`src/sv/sfrq_pkg.sv`:
```
package sfrq_pkg;

   // Queue depth and the widths that follow from it.
   localparam int CAPACITY = 16;
   localparam int IDX_W = $clog2(CAPACITY);
   localparam int CNT_W = $clog2(CAPACITY + 1);

   // Field widths of the channels and registers.
   localparam int ID_W = 16;
   localparam int SIZE_W = 32;
   localparam int COUNT_OUT_W = 5;
   localparam int LIMIT_W = 5;
   localparam int CSR_ADDR_W = 3;
   localparam int CSR_DATA_W = 32;

   // Operation codes of an input word.
   localparam logic FUNC_PUSH = 1'b0;
   localparam logic FUNC_POP = 1'b1;

   // Service orders.
   localparam logic MODE_ARRIVAL = 1'b0;
   localparam logic MODE_SMALLEST = 1'b1;

   // Register indexes, taken from address bit 2.
   localparam logic REG_SCHED_MODE = 1'b0;
   localparam logic REG_QUEUE_LIMIT = 1'b1;

   localparam logic [LIMIT_W-1:0] LIMIT_RESET = LIMIT_W'(16);

   // Commands broadcast to the cell chain.
   localparam logic [1:0] OP_HOLD = 2'd0;
   localparam logic [1:0] OP_PUSH = 2'd1;
   localparam logic [1:0] OP_REMOVE = 2'd2;
   localparam logic [1:0] OP_ROTATE = 2'd3;

   typedef struct packed {
      logic [ID_W-1:0] id;
      logic [SIZE_W-1:0] size;
   } entry_type;

   typedef struct packed {
      logic [1:0] op;
      logic [CNT_W-1:0] count;
      logic [IDX_W-1:0] kill;
   } cell_ctrl_type;

   typedef struct packed {
      logic sched_mode;
      logic [LIMIT_W-1:0] queue_limit;
   } cfg_type;

   typedef struct packed {
      logic accepted;
      logic [ID_W-1:0] out_request_id;
      logic [SIZE_W-1:0] out_file_size;
      logic [COUNT_OUT_W-1:0] entry_count;
      logic is_full;
      logic is_empty;
   } rsp_word_type;

endpackage

```
`src/sv/sfrq_if.sv`:
```
interface sfrq_req_if;
   import sfrq_pkg::*;

   logic valid;
   logic ready;
   logic func;
   logic [ID_W-1:0] request_id;
   logic [SIZE_W-1:0] file_size;

   modport source (output valid, func, request_id, file_size, input ready);
   modport sink (input valid, func, request_id, file_size, output ready);
endinterface

interface sfrq_rsp_if;
   import sfrq_pkg::*;

   logic valid;
   logic ready;
   logic accepted;
   logic [ID_W-1:0] out_request_id;
   logic [SIZE_W-1:0] out_file_size;
   logic [COUNT_OUT_W-1:0] entry_count;
   logic is_full;
   logic is_empty;

   modport source (output valid, accepted, out_request_id, out_file_size, entry_count,
                   is_full, is_empty, input ready);
   modport sink (input valid, accepted, out_request_id, out_file_size, entry_count,
                 is_full, is_empty, output ready);
endinterface

```
`src/sv/sfrq_cell.sv`:
```
module sfrq_cell (
   input  logic clock,
   input  logic [sfrq_pkg::IDX_W-1:0] my_index,
   input  sfrq_pkg::cell_ctrl_type ctrl,
   input  sfrq_pkg::entry_type new_entry,
   input  sfrq_pkg::entry_type next_entry,
   input  sfrq_pkg::entry_type head_entry,
   output sfrq_pkg::entry_type entry
);
   import sfrq_pkg::*;

   entry_type entry_ff;
   entry_type entry_in;
   logic [CNT_W-1:0] my_pos;

   assign my_pos = CNT_W'(my_index);

   // Each cell decides from its own position what it loads.
   always_comb begin
      entry_in = entry_ff;
      case (ctrl.op)
         OP_PUSH: begin
            if (my_pos == ctrl.count) begin
               entry_in = new_entry;
            end
         end
         OP_REMOVE: begin
            if (my_index >= ctrl.kill) begin
               entry_in = next_entry;
            end
         end
         OP_ROTATE: begin
            if (my_pos + 1'b1 < ctrl.count) begin
               entry_in = next_entry;
            end else if (my_pos + 1'b1 == ctrl.count) begin
               entry_in = head_entry;
            end
         end
         default: begin
            entry_in = entry_ff;
         end
      endcase
   end

   always_ff @(posedge clock) begin
      entry_ff <= entry_in;
   end

   assign entry = entry_ff;

endmodule

```
`src/sv/sfrq_csr.sv`:
```
module sfrq_csr (
   input  logic clock,
   input  logic reset,
   input  logic csr_psel,
   input  logic csr_penable,
   input  logic csr_pwrite,
   input  logic [sfrq_pkg::CSR_ADDR_W-1:0] csr_paddr,
   input  logic [sfrq_pkg::CSR_DATA_W-1:0] csr_pwdata,
   output logic [sfrq_pkg::CSR_DATA_W-1:0] csr_prdata,
   output logic csr_pready,
   output sfrq_pkg::cfg_type cfg
);
   import sfrq_pkg::*;

   logic sched_mode_ff;
   logic sched_mode_in;
   logic [LIMIT_W-1:0] queue_limit_ff;
   logic [LIMIT_W-1:0] queue_limit_in;
   logic write_en;
   logic reg_index;

   assign csr_pready = 1'b1;
   assign write_en = csr_psel && csr_penable && csr_pwrite;
   assign reg_index = csr_paddr[2];

   // Register write decode.
   always_comb begin
      sched_mode_in = sched_mode_ff;
      queue_limit_in = queue_limit_ff;
      if (write_en) begin
         case (reg_index)
            REG_SCHED_MODE: sched_mode_in = csr_pwdata[0];
            REG_QUEUE_LIMIT: queue_limit_in = csr_pwdata[LIMIT_W-1:0];
            default: sched_mode_in = sched_mode_ff;
         endcase
      end
   end

   always_ff @(posedge clock) begin
      if (reset) begin
         sched_mode_ff <= MODE_ARRIVAL;
         queue_limit_ff <= LIMIT_RESET;
      end else begin
         sched_mode_ff <= sched_mode_in;
         queue_limit_ff <= queue_limit_in;
      end
   end

   // Read mux.
   always_comb begin
      case (reg_index)
         REG_SCHED_MODE: csr_prdata = CSR_DATA_W'(sched_mode_ff);
         REG_QUEUE_LIMIT: csr_prdata = CSR_DATA_W'(queue_limit_ff);
         default: csr_prdata = '0;
      endcase
   end

   assign cfg.sched_mode = sched_mode_ff;
   assign cfg.queue_limit = queue_limit_ff;

endmodule

```
`src/sv/shortest_first_request_queue.sv`:
```
// Channel   Direction  Role
// req       in         push or pop word: func, request_id, file_size
// rsp       out        result word: accepted, popped entry, count, full, empty
// csr       in/out     APB registers: sched_mode at 0x0, queue_limit at 0x4
//
// A push, a pop in arrival order and a pop on an empty queue load the
// result from the idle state. A smallest-first pop passes the scan and
// drop states: the entries rotate once around the cell ring past a
// running minimum, then the drop state shifts the winner out. Reset is
// synchronous and empties the queue; entry contents are not cleared. The
// result register frees the input side once the previous word is taken.
module shortest_first_request_queue (
   input  logic clock,
   input  logic reset,
   sfrq_req_if.sink req,
   sfrq_rsp_if.source rsp,
   input  logic csr_psel,
   input  logic csr_penable,
   input  logic csr_pwrite,
   input  logic [sfrq_pkg::CSR_ADDR_W-1:0] csr_paddr,
   input  logic [sfrq_pkg::CSR_DATA_W-1:0] csr_pwdata,
   output logic [sfrq_pkg::CSR_DATA_W-1:0] csr_prdata,
   output logic csr_pready
);
   import sfrq_pkg::*;

   localparam logic [1:0] ST_IDLE = 2'd0;
   localparam logic [1:0] ST_SCAN = 2'd1;
   localparam logic [1:0] ST_DROP = 2'd2;

   cfg_type cfg;
   cell_ctrl_type ctrl;
   entry_type cell_q [CAPACITY];
   entry_type head;
   entry_type new_entry;

   logic [1:0] state_ff, state_in;
   logic [CNT_W-1:0] count_ff, count_in;
   logic [IDX_W-1:0] step_ff, step_in;
   logic [IDX_W-1:0] best_idx_ff, best_idx_in;
   entry_type best_ff, best_in;
   logic rsp_valid_ff, rsp_valid_in;
   rsp_word_type rsp_word_ff, rsp_word_in;
   logic [CNT_W-1:0] eff_limit;
   logic accept;
   logic rsp_load;

   sfrq_csr u_csr (
      .clock(clock),
      .reset(reset),
      .csr_psel(csr_psel),
      .csr_penable(csr_penable),
      .csr_pwrite(csr_pwrite),
      .csr_paddr(csr_paddr),
      .csr_pwdata(csr_pwdata),
      .csr_prdata(csr_prdata),
      .csr_pready(csr_pready),
      .cfg(cfg)
   );

   // Ring of entry cells; slot 0 holds the oldest entry.
   assign new_entry.id = req.request_id;
   assign new_entry.size = req.file_size;
   assign head = cell_q[0];

   for (genvar i = 0; i < CAPACITY; i++) begin : g_cell
      sfrq_cell u_cell (
         .clock(clock),
         .my_index(IDX_W'(i)),
         .ctrl(ctrl),
         .new_entry(new_entry),
         .next_entry(cell_q[(i + 1) % CAPACITY]),
         .head_entry(head),
         .entry(cell_q[i])
      );
   end

   // A zero or oversized limit means full capacity.
   always_comb begin
      if (cfg.queue_limit == '0 || int'(cfg.queue_limit) > CAPACITY) begin
         eff_limit = CNT_W'(CAPACITY);
      end else begin
         eff_limit = CNT_W'(cfg.queue_limit);
      end
   end

   assign accept = req.valid && req.ready;
   assign req.ready = (state_ff == ST_IDLE) && (!rsp_valid_ff || rsp.ready);

   // Sequencer: push, pop and the minimum scan.
   always_comb begin
      state_in = state_ff;
      count_in = count_ff;
      step_in = step_ff;
      best_in = best_ff;
      best_idx_in = best_idx_ff;
      ctrl.op = OP_HOLD;
      ctrl.count = count_ff;
      ctrl.kill = '0;
      rsp_load = 1'b0;
      rsp_word_in = '0;
      case (state_ff)
         ST_IDLE: begin
            if (accept) begin
               if (req.func == FUNC_PUSH) begin
                  rsp_load = 1'b1;
                  if (count_ff < eff_limit) begin
                     ctrl.op = OP_PUSH;
                     count_in = count_ff + 1'b1;
                     rsp_word_in.accepted = 1'b1;
                  end
               end else if (count_ff == '0) begin
                  rsp_load = 1'b1;
               end else if (cfg.sched_mode == MODE_ARRIVAL) begin
                  ctrl.op = OP_REMOVE;
                  count_in = count_ff - 1'b1;
                  rsp_load = 1'b1;
                  rsp_word_in.accepted = 1'b1;
                  rsp_word_in.out_request_id = head.id;
                  rsp_word_in.out_file_size = head.size;
               end else begin
                  state_in = ST_SCAN;
                  step_in = '0;
               end
            end
         end
         ST_SCAN: begin
            // The head cell is compared and the ring turns by one slot.
            ctrl.op = OP_ROTATE;
            if (step_ff == '0 || head.size < best_ff.size) begin
               best_in = head;
               best_idx_in = step_ff;
            end
            if (CNT_W'(step_ff) == count_ff - 1'b1) begin
               state_in = ST_DROP;
            end else begin
               step_in = step_ff + 1'b1;
            end
         end
         ST_DROP: begin
            ctrl.op = OP_REMOVE;
            ctrl.kill = best_idx_ff;
            count_in = count_ff - 1'b1;
            rsp_load = 1'b1;
            rsp_word_in.accepted = 1'b1;
            rsp_word_in.out_request_id = best_ff.id;
            rsp_word_in.out_file_size = best_ff.size;
            state_in = ST_IDLE;
         end
         default: begin
            state_in = ST_IDLE;
         end
      endcase
      rsp_word_in.entry_count = COUNT_OUT_W'(count_in);
      rsp_word_in.is_full = (count_in >= eff_limit);
      rsp_word_in.is_empty = (count_in == '0);
   end

   // Result register valid.
   always_comb begin
      if (rsp_load) begin
         rsp_valid_in = 1'b1;
      end else if (rsp.ready) begin
         rsp_valid_in = 1'b0;
      end else begin
         rsp_valid_in = rsp_valid_ff;
      end
   end

   always_ff @(posedge clock) begin
      if (reset) begin
         state_ff <= ST_IDLE;
         count_ff <= '0;
         step_ff <= '0;
         rsp_valid_ff <= 1'b0;
      end else begin
         state_ff <= state_in;
         count_ff <= count_in;
         step_ff <= step_in;
         rsp_valid_ff <= rsp_valid_in;
      end
   end

   always_ff @(posedge clock) begin
      best_ff <= best_in;
      best_idx_ff <= best_idx_in;
      if (rsp_load) begin
         rsp_word_ff <= rsp_word_in;
      end
   end

   assign rsp.valid = rsp_valid_ff;
   assign rsp.accepted = rsp_word_ff.accepted;
   assign rsp.out_request_id = rsp_word_ff.out_request_id;
   assign rsp.out_file_size = rsp_word_ff.out_file_size;
   assign rsp.entry_count = rsp_word_ff.entry_count;
   assign rsp.is_full = rsp_word_ff.is_full;
   assign rsp.is_empty = rsp_word_ff.is_empty;

endmodule
```
`src/flat_wrapper.sv`:
```
// flat-port wrapper written by rule: the top's interface ports become plain ports
module shortest_first_request_queue_flat import sfrq_pkg::*;
  (clock, reset, csr_psel, csr_penable, csr_pwrite, csr_paddr, csr_pwdata, csr_prdata, csr_pready, req_valid, req_func, req_request_id, req_file_size, req_ready, rsp_valid, rsp_accepted, rsp_out_request_id, rsp_out_file_size, rsp_entry_count, rsp_is_full, rsp_is_empty, rsp_ready);
  sfrq_req_if req_i ();
  sfrq_rsp_if rsp_i ();
  input  logic clock;
  input  logic reset;
  input  logic csr_psel;
  input  logic csr_penable;
  input  logic csr_pwrite;
  input  logic [sfrq_pkg::CSR_ADDR_W-1:0] csr_paddr;
  input  logic [sfrq_pkg::CSR_DATA_W-1:0] csr_pwdata;
  output logic [sfrq_pkg::CSR_DATA_W-1:0] csr_prdata;
  output logic csr_pready;
  input wire logic [$bits(req_i.valid)-1:0] req_valid;
  input wire logic [$bits(req_i.func)-1:0] req_func;
  input wire logic [$bits(req_i.request_id)-1:0] req_request_id;
  input wire logic [$bits(req_i.file_size)-1:0] req_file_size;
  output wire logic [$bits(req_i.ready)-1:0] req_ready;
  output wire logic [$bits(rsp_i.valid)-1:0] rsp_valid;
  output wire logic [$bits(rsp_i.accepted)-1:0] rsp_accepted;
  output wire logic [$bits(rsp_i.out_request_id)-1:0] rsp_out_request_id;
  output wire logic [$bits(rsp_i.out_file_size)-1:0] rsp_out_file_size;
  output wire logic [$bits(rsp_i.entry_count)-1:0] rsp_entry_count;
  output wire logic [$bits(rsp_i.is_full)-1:0] rsp_is_full;
  output wire logic [$bits(rsp_i.is_empty)-1:0] rsp_is_empty;
  input wire logic [$bits(rsp_i.ready)-1:0] rsp_ready;
  assign req_i.valid = req_valid;
  assign req_i.func = req_func;
  assign req_i.request_id = req_request_id;
  assign req_i.file_size = req_file_size;
  assign req_ready = req_i.ready;
  assign rsp_valid = rsp_i.valid;
  assign rsp_accepted = rsp_i.accepted;
  assign rsp_out_request_id = rsp_i.out_request_id;
  assign rsp_out_file_size = rsp_i.out_file_size;
  assign rsp_entry_count = rsp_i.entry_count;
  assign rsp_is_full = rsp_i.is_full;
  assign rsp_is_empty = rsp_i.is_empty;
  assign rsp_i.ready = rsp_ready;
  shortest_first_request_queue u_core (.clock(clock), .reset(reset), .req(req_i), .rsp(rsp_i), .csr_psel(csr_psel), .csr_penable(csr_penable), .csr_pwrite(csr_pwrite), .csr_paddr(csr_paddr), .csr_pwdata(csr_pwdata), .csr_prdata(csr_prdata), .csr_pready(csr_pready));
endmodule
```
`config.mk`:
```
export PLATFORM = sky130hd
export DESIGN_NAME = shortest_first_request_queue_flat
export DESIGN_NICKNAME = d
export VERILOG_FILES = /design/src/sv/sfrq_pkg.sv /design/src/sv/sfrq_if.sv /design/src/sv/sfrq_cell.sv /design/src/sv/sfrq_csr.sv /design/src/sv/shortest_first_request_queue.sv /design/src/flat_wrapper.sv
export SDC_FILE = /design/constraint.sdc
export NUM_CORES = 2
export LEC_CHECK = 0
export ABC_AREA = 1
export BUFFER_PORTS_ARGS = -buffer_cell sky130_fd_sc_hd__buf_2
export CAP_MARGIN = 20
export CORE_AREA = 2 2 326 328
export DETAILED_ROUTE_END_ITERATION = 6
export DIE_AREA = 0 0 328 330
export PLACE_DENSITY = 0.65
export SYNTH_ARGS = -nofsm -noshare
export SYNTH_HDL_FRONTEND = slang
export SYNTH_SLANG_ARGS = --single-unit
```
`constraint.sdc`:
```
create_clock -name clock -period 16.55 [get_ports clock]
set_clock_uncertainty 0.05 [all_clocks]
set_input_delay 3.31 -clock clock [delete_from_list [all_inputs] [get_ports clock]]
set_output_delay 3.31 -clock clock [all_outputs]
set_load 0.02 [all_outputs]
```
==> impl_results.md <==
- IO Pins: 182
- Reg clk slew, reported paths: 0.06 ns
- CTS Hold Bufs: 0
- Critical R2R Capture: u_core.g_cell[4].u_cell.entry[30]
- Antenna viol nets, final: 0
- 1st-iter DRT viols: 5,106
- H-tree depth: 3
- Top cells by count, synth: 1,792 x nand2_1, 876 x edfxtp_1, 693 x nand3_1, 404 x o211ai_1, 272 x o21ai_0
- CORE AREA: 105,000 um^2
- CP endpoint kind: register
- Dpl ws: 8.57 ns
- Warnings from Yosys: 0
- Leak: 0.0190 uW
- CP arrival: 7.73 ns
- Top area cells in the synthesized netlist: edfxtp_1 56%, nand2_1 14%, nand3_1 7.4%
- Num CTS Buffers: 101
- Synth unique cells: 46
- Root Driver: clkbuf_16
- Final net count: 5,015
- Post CTS Setup Buffer Count: 0
- Number of antenna violations at the first check in global routing: 0
- Syn_area_per_cell: 9.37 um^2
- Grt total ovfl: 0
- Initial Util: 0.448
- Fill count: 9,512
- Via count: 38.3k
- Fin crit share: 0.440
- Final setup fails: 0
- Resized cells post-CTS: 0
- P&R area growth vs syn: 8.99%
- CP max stage delay: 0.84 ns
- Share of cells above drive strength 1: 0.0869
- Peak Freq: 0.137 GHz
- RePlAce Congestion: 0.865
- Drt drc: 13
- Pwr/cell area: 244 nW/um^2
- Setup CP Type: input pin to register
- Reg2reg start: u_core.state_ff[0]
- Ys flop type: edfxtp_1
- Slew @ Worst Pin: 1.20 ns
- Slew headroom: 0.201
- Largest area contributor in the netlist: edfxtp_1
- Post-route cell area: 51,100 um^2
- Total wire length: 144,000 um
- Placed cell area: 47,800 um^2
- Largest net degree at the start of global routing: 240
- RSZ-0062 raised after global routing: no
- ANT cells: 0
- Register area: 26,700 um^2
- Worst vdd ir: 0.175 mV
- Total Die Area: 108,000 um^2
- Row Count: 119
- Setup TNS: 0 ns
- Routed len/inst: 22.7 um
- Clk buf depth: 3
- Max cap viols: 0
- Die height: 330 um
- Post-DP HPWL: 74,900 um
- Ys async rst share: 0
- R2r worst-path depth: 11
- IO buf count: 124
- Post-synthesis register bit count: 894
- First-pass GRT wire length: 216,000 um
- Hold endpoint: u_core.g_cell[0].u_cell.entry[1]
- Tmin final: 7.29 ns
- Min-Delay Path Class: register to register
- Final Max Slew Viols: 0
- 1st-pass router iterations: 7
- Flop2flop setup slack: 10.53 ns
- Cell count after synthesis: 5,001
- Number of global-route vias before repair: 35.6k
- Worst endpoint required time: 17.00 ns
- CTS tree: yes
- Vias/cell: 6.04
- GRT Total Usage: 0.260
- Hold Path Stages: 2
- Die W: 328 um
- Min-delay src: u_core.g_cell[1].u_cell.entry[1]
- Area of the multi-input gates: 17,700 um^2
- Worst-skew pair later-pin latency: 0.69 ns
- Crit start category: input pin
- Worst Slack Setup Final: 9.26 ns
- Top-count cell post-synth: nand2_1
- Seq/Total Area, Yosys: 0.569
- CP max FO: 212
- Yosys top cell area share: 0.561
- Final hold vios: 0
- Synthesized area: 46,900 um^2
- Violated checks: DRC
- Slowest library cell on the worst path: nor2_4
- Outcome: finished with violations
- Cells along the critical path: buf_2 -> inv_1 -> nand2_1 -> nand3_2 -> nor2_4 -> o21bai_4 -> buf_4 -> nor2_4 -> buf_12 -> buf_12 -> o221ai_1 -> nand3_1
- Post-synth EDFFs: 876
- CTS sink cnt: 894
-- per-layer routing --
metal | wire, um | track usage | up-vias
met5 | 0 | 0 | -
li1 | - | - | 17400
met2 | 68400 | 0.428 | 1842
met4 | 5410 | 0.103 | 0
met3 | 11700 | 0.0337 | 304
met1 | 58600 | 0.349 | 18800
-- placed cells by master (no fill, tap or decap), drive strengths merged, types with 12 or more instances in the layout --
cell type and count:
a21oi 45, a32o 16, buf 190, clkbuf 131, clkinv 49, conb 28, dfxtp 18, edfxtp 876
ha 51, inv 158, mux2 48, nand2 1797, nand3 695, nor2 61, nor3 12, o211ai 404
o21ai 274, o221ai 28, o32ai 32
-- logic make-up after synthesis --
family	share of synthesized area
muxes	0.0115
DFF	0.569
xor gates and xnor gates	0.00112
adders and majority gates	0.0136
and+or+nand+nor	0.228
other	0.000160
buffers and inverters	0.0604
AOI/OAI and AO/OA	0.116
-- sequential cells by signal, indices dropped and copies added (netlist names), 2 cells and up --
name,count
u_core.state_ff,2
u_core.g_cell.u_cell.entry,768
u_core.rsp.out_file_size,32
u_core.step_ff,4
u_core.best_idx_ff,4
u_core.best_ff,48
u_core.count_ff,5
u_core.rsp.entry_count,5
u_core.u_csr.queue_limit_ff,5
u_core.rsp.out_request_id,16
-- power by group --
group          switching, uW  total (uW)  internal (uW)
sequential               622        4990           4360
combinational           4000        5280           1290
clock                    945        2200           1260
total                   5560       12500           6910
-- final cells by class --
class | instances | area share
Sequential cell | 894 | 0.522
Multi-Input combinational cell | 3527 | 0.346
Clock buffer | 131 | 0.0529
Tap cell | 1391 | 0.0341
Timing Repair Buffer | 190 | 0.0237
Inverter | 159 | 0.0123
Clock inverter | 57 | 0.00919
-- worst max path at each step --
stage | start | slack (ns) | endpoint
global route | rsp_ready | 8.94 | u_core.g_cell[4].u_cell.entry[27]
global placement | rsp_ready | 8.60 | u_core.g_cell[1].u_cell.entry[18]
finish | rsp_ready | 9.26 | u_core.g_cell[4].u_cell.entry[30]
CTS | rsp_ready | 9.27 | u_core.g_cell[1].u_cell.entry[17]
floorplan | rsp_ready | 8.06 | u_core.g_cell[0].u_cell.entry[0]
detailed placement | rsp_ready | 8.57 | u_core.g_cell[1].u_cell.entry[18]
-- critical path, delay by kind of cell --
| kind | cells | cell delay [ns] |
|---|---|---|
| AND/OR/NAND/NOR | 5 | 1.86 |
| AO/OA/AOI/OAI | 2 | 0.35 |
| buffers and inverters | 5 | 1.84 |
-- metrics by stage --
stage	hold slack, ns	std cells	power (uW)	utilization
2_1_floorplan	0.412	5027	8350	-
3_3_place_gp	0.436	6156	9990	0.457
3_5_place_dp	0.443	6156	10200	0.457
4_1_cts	0.448	6344	12400	0.487
5_1_grt	0.467	6349	13200	0.488
6_report	0.444	6349	12500	0.488
Power figures use the tool's default switching activity.
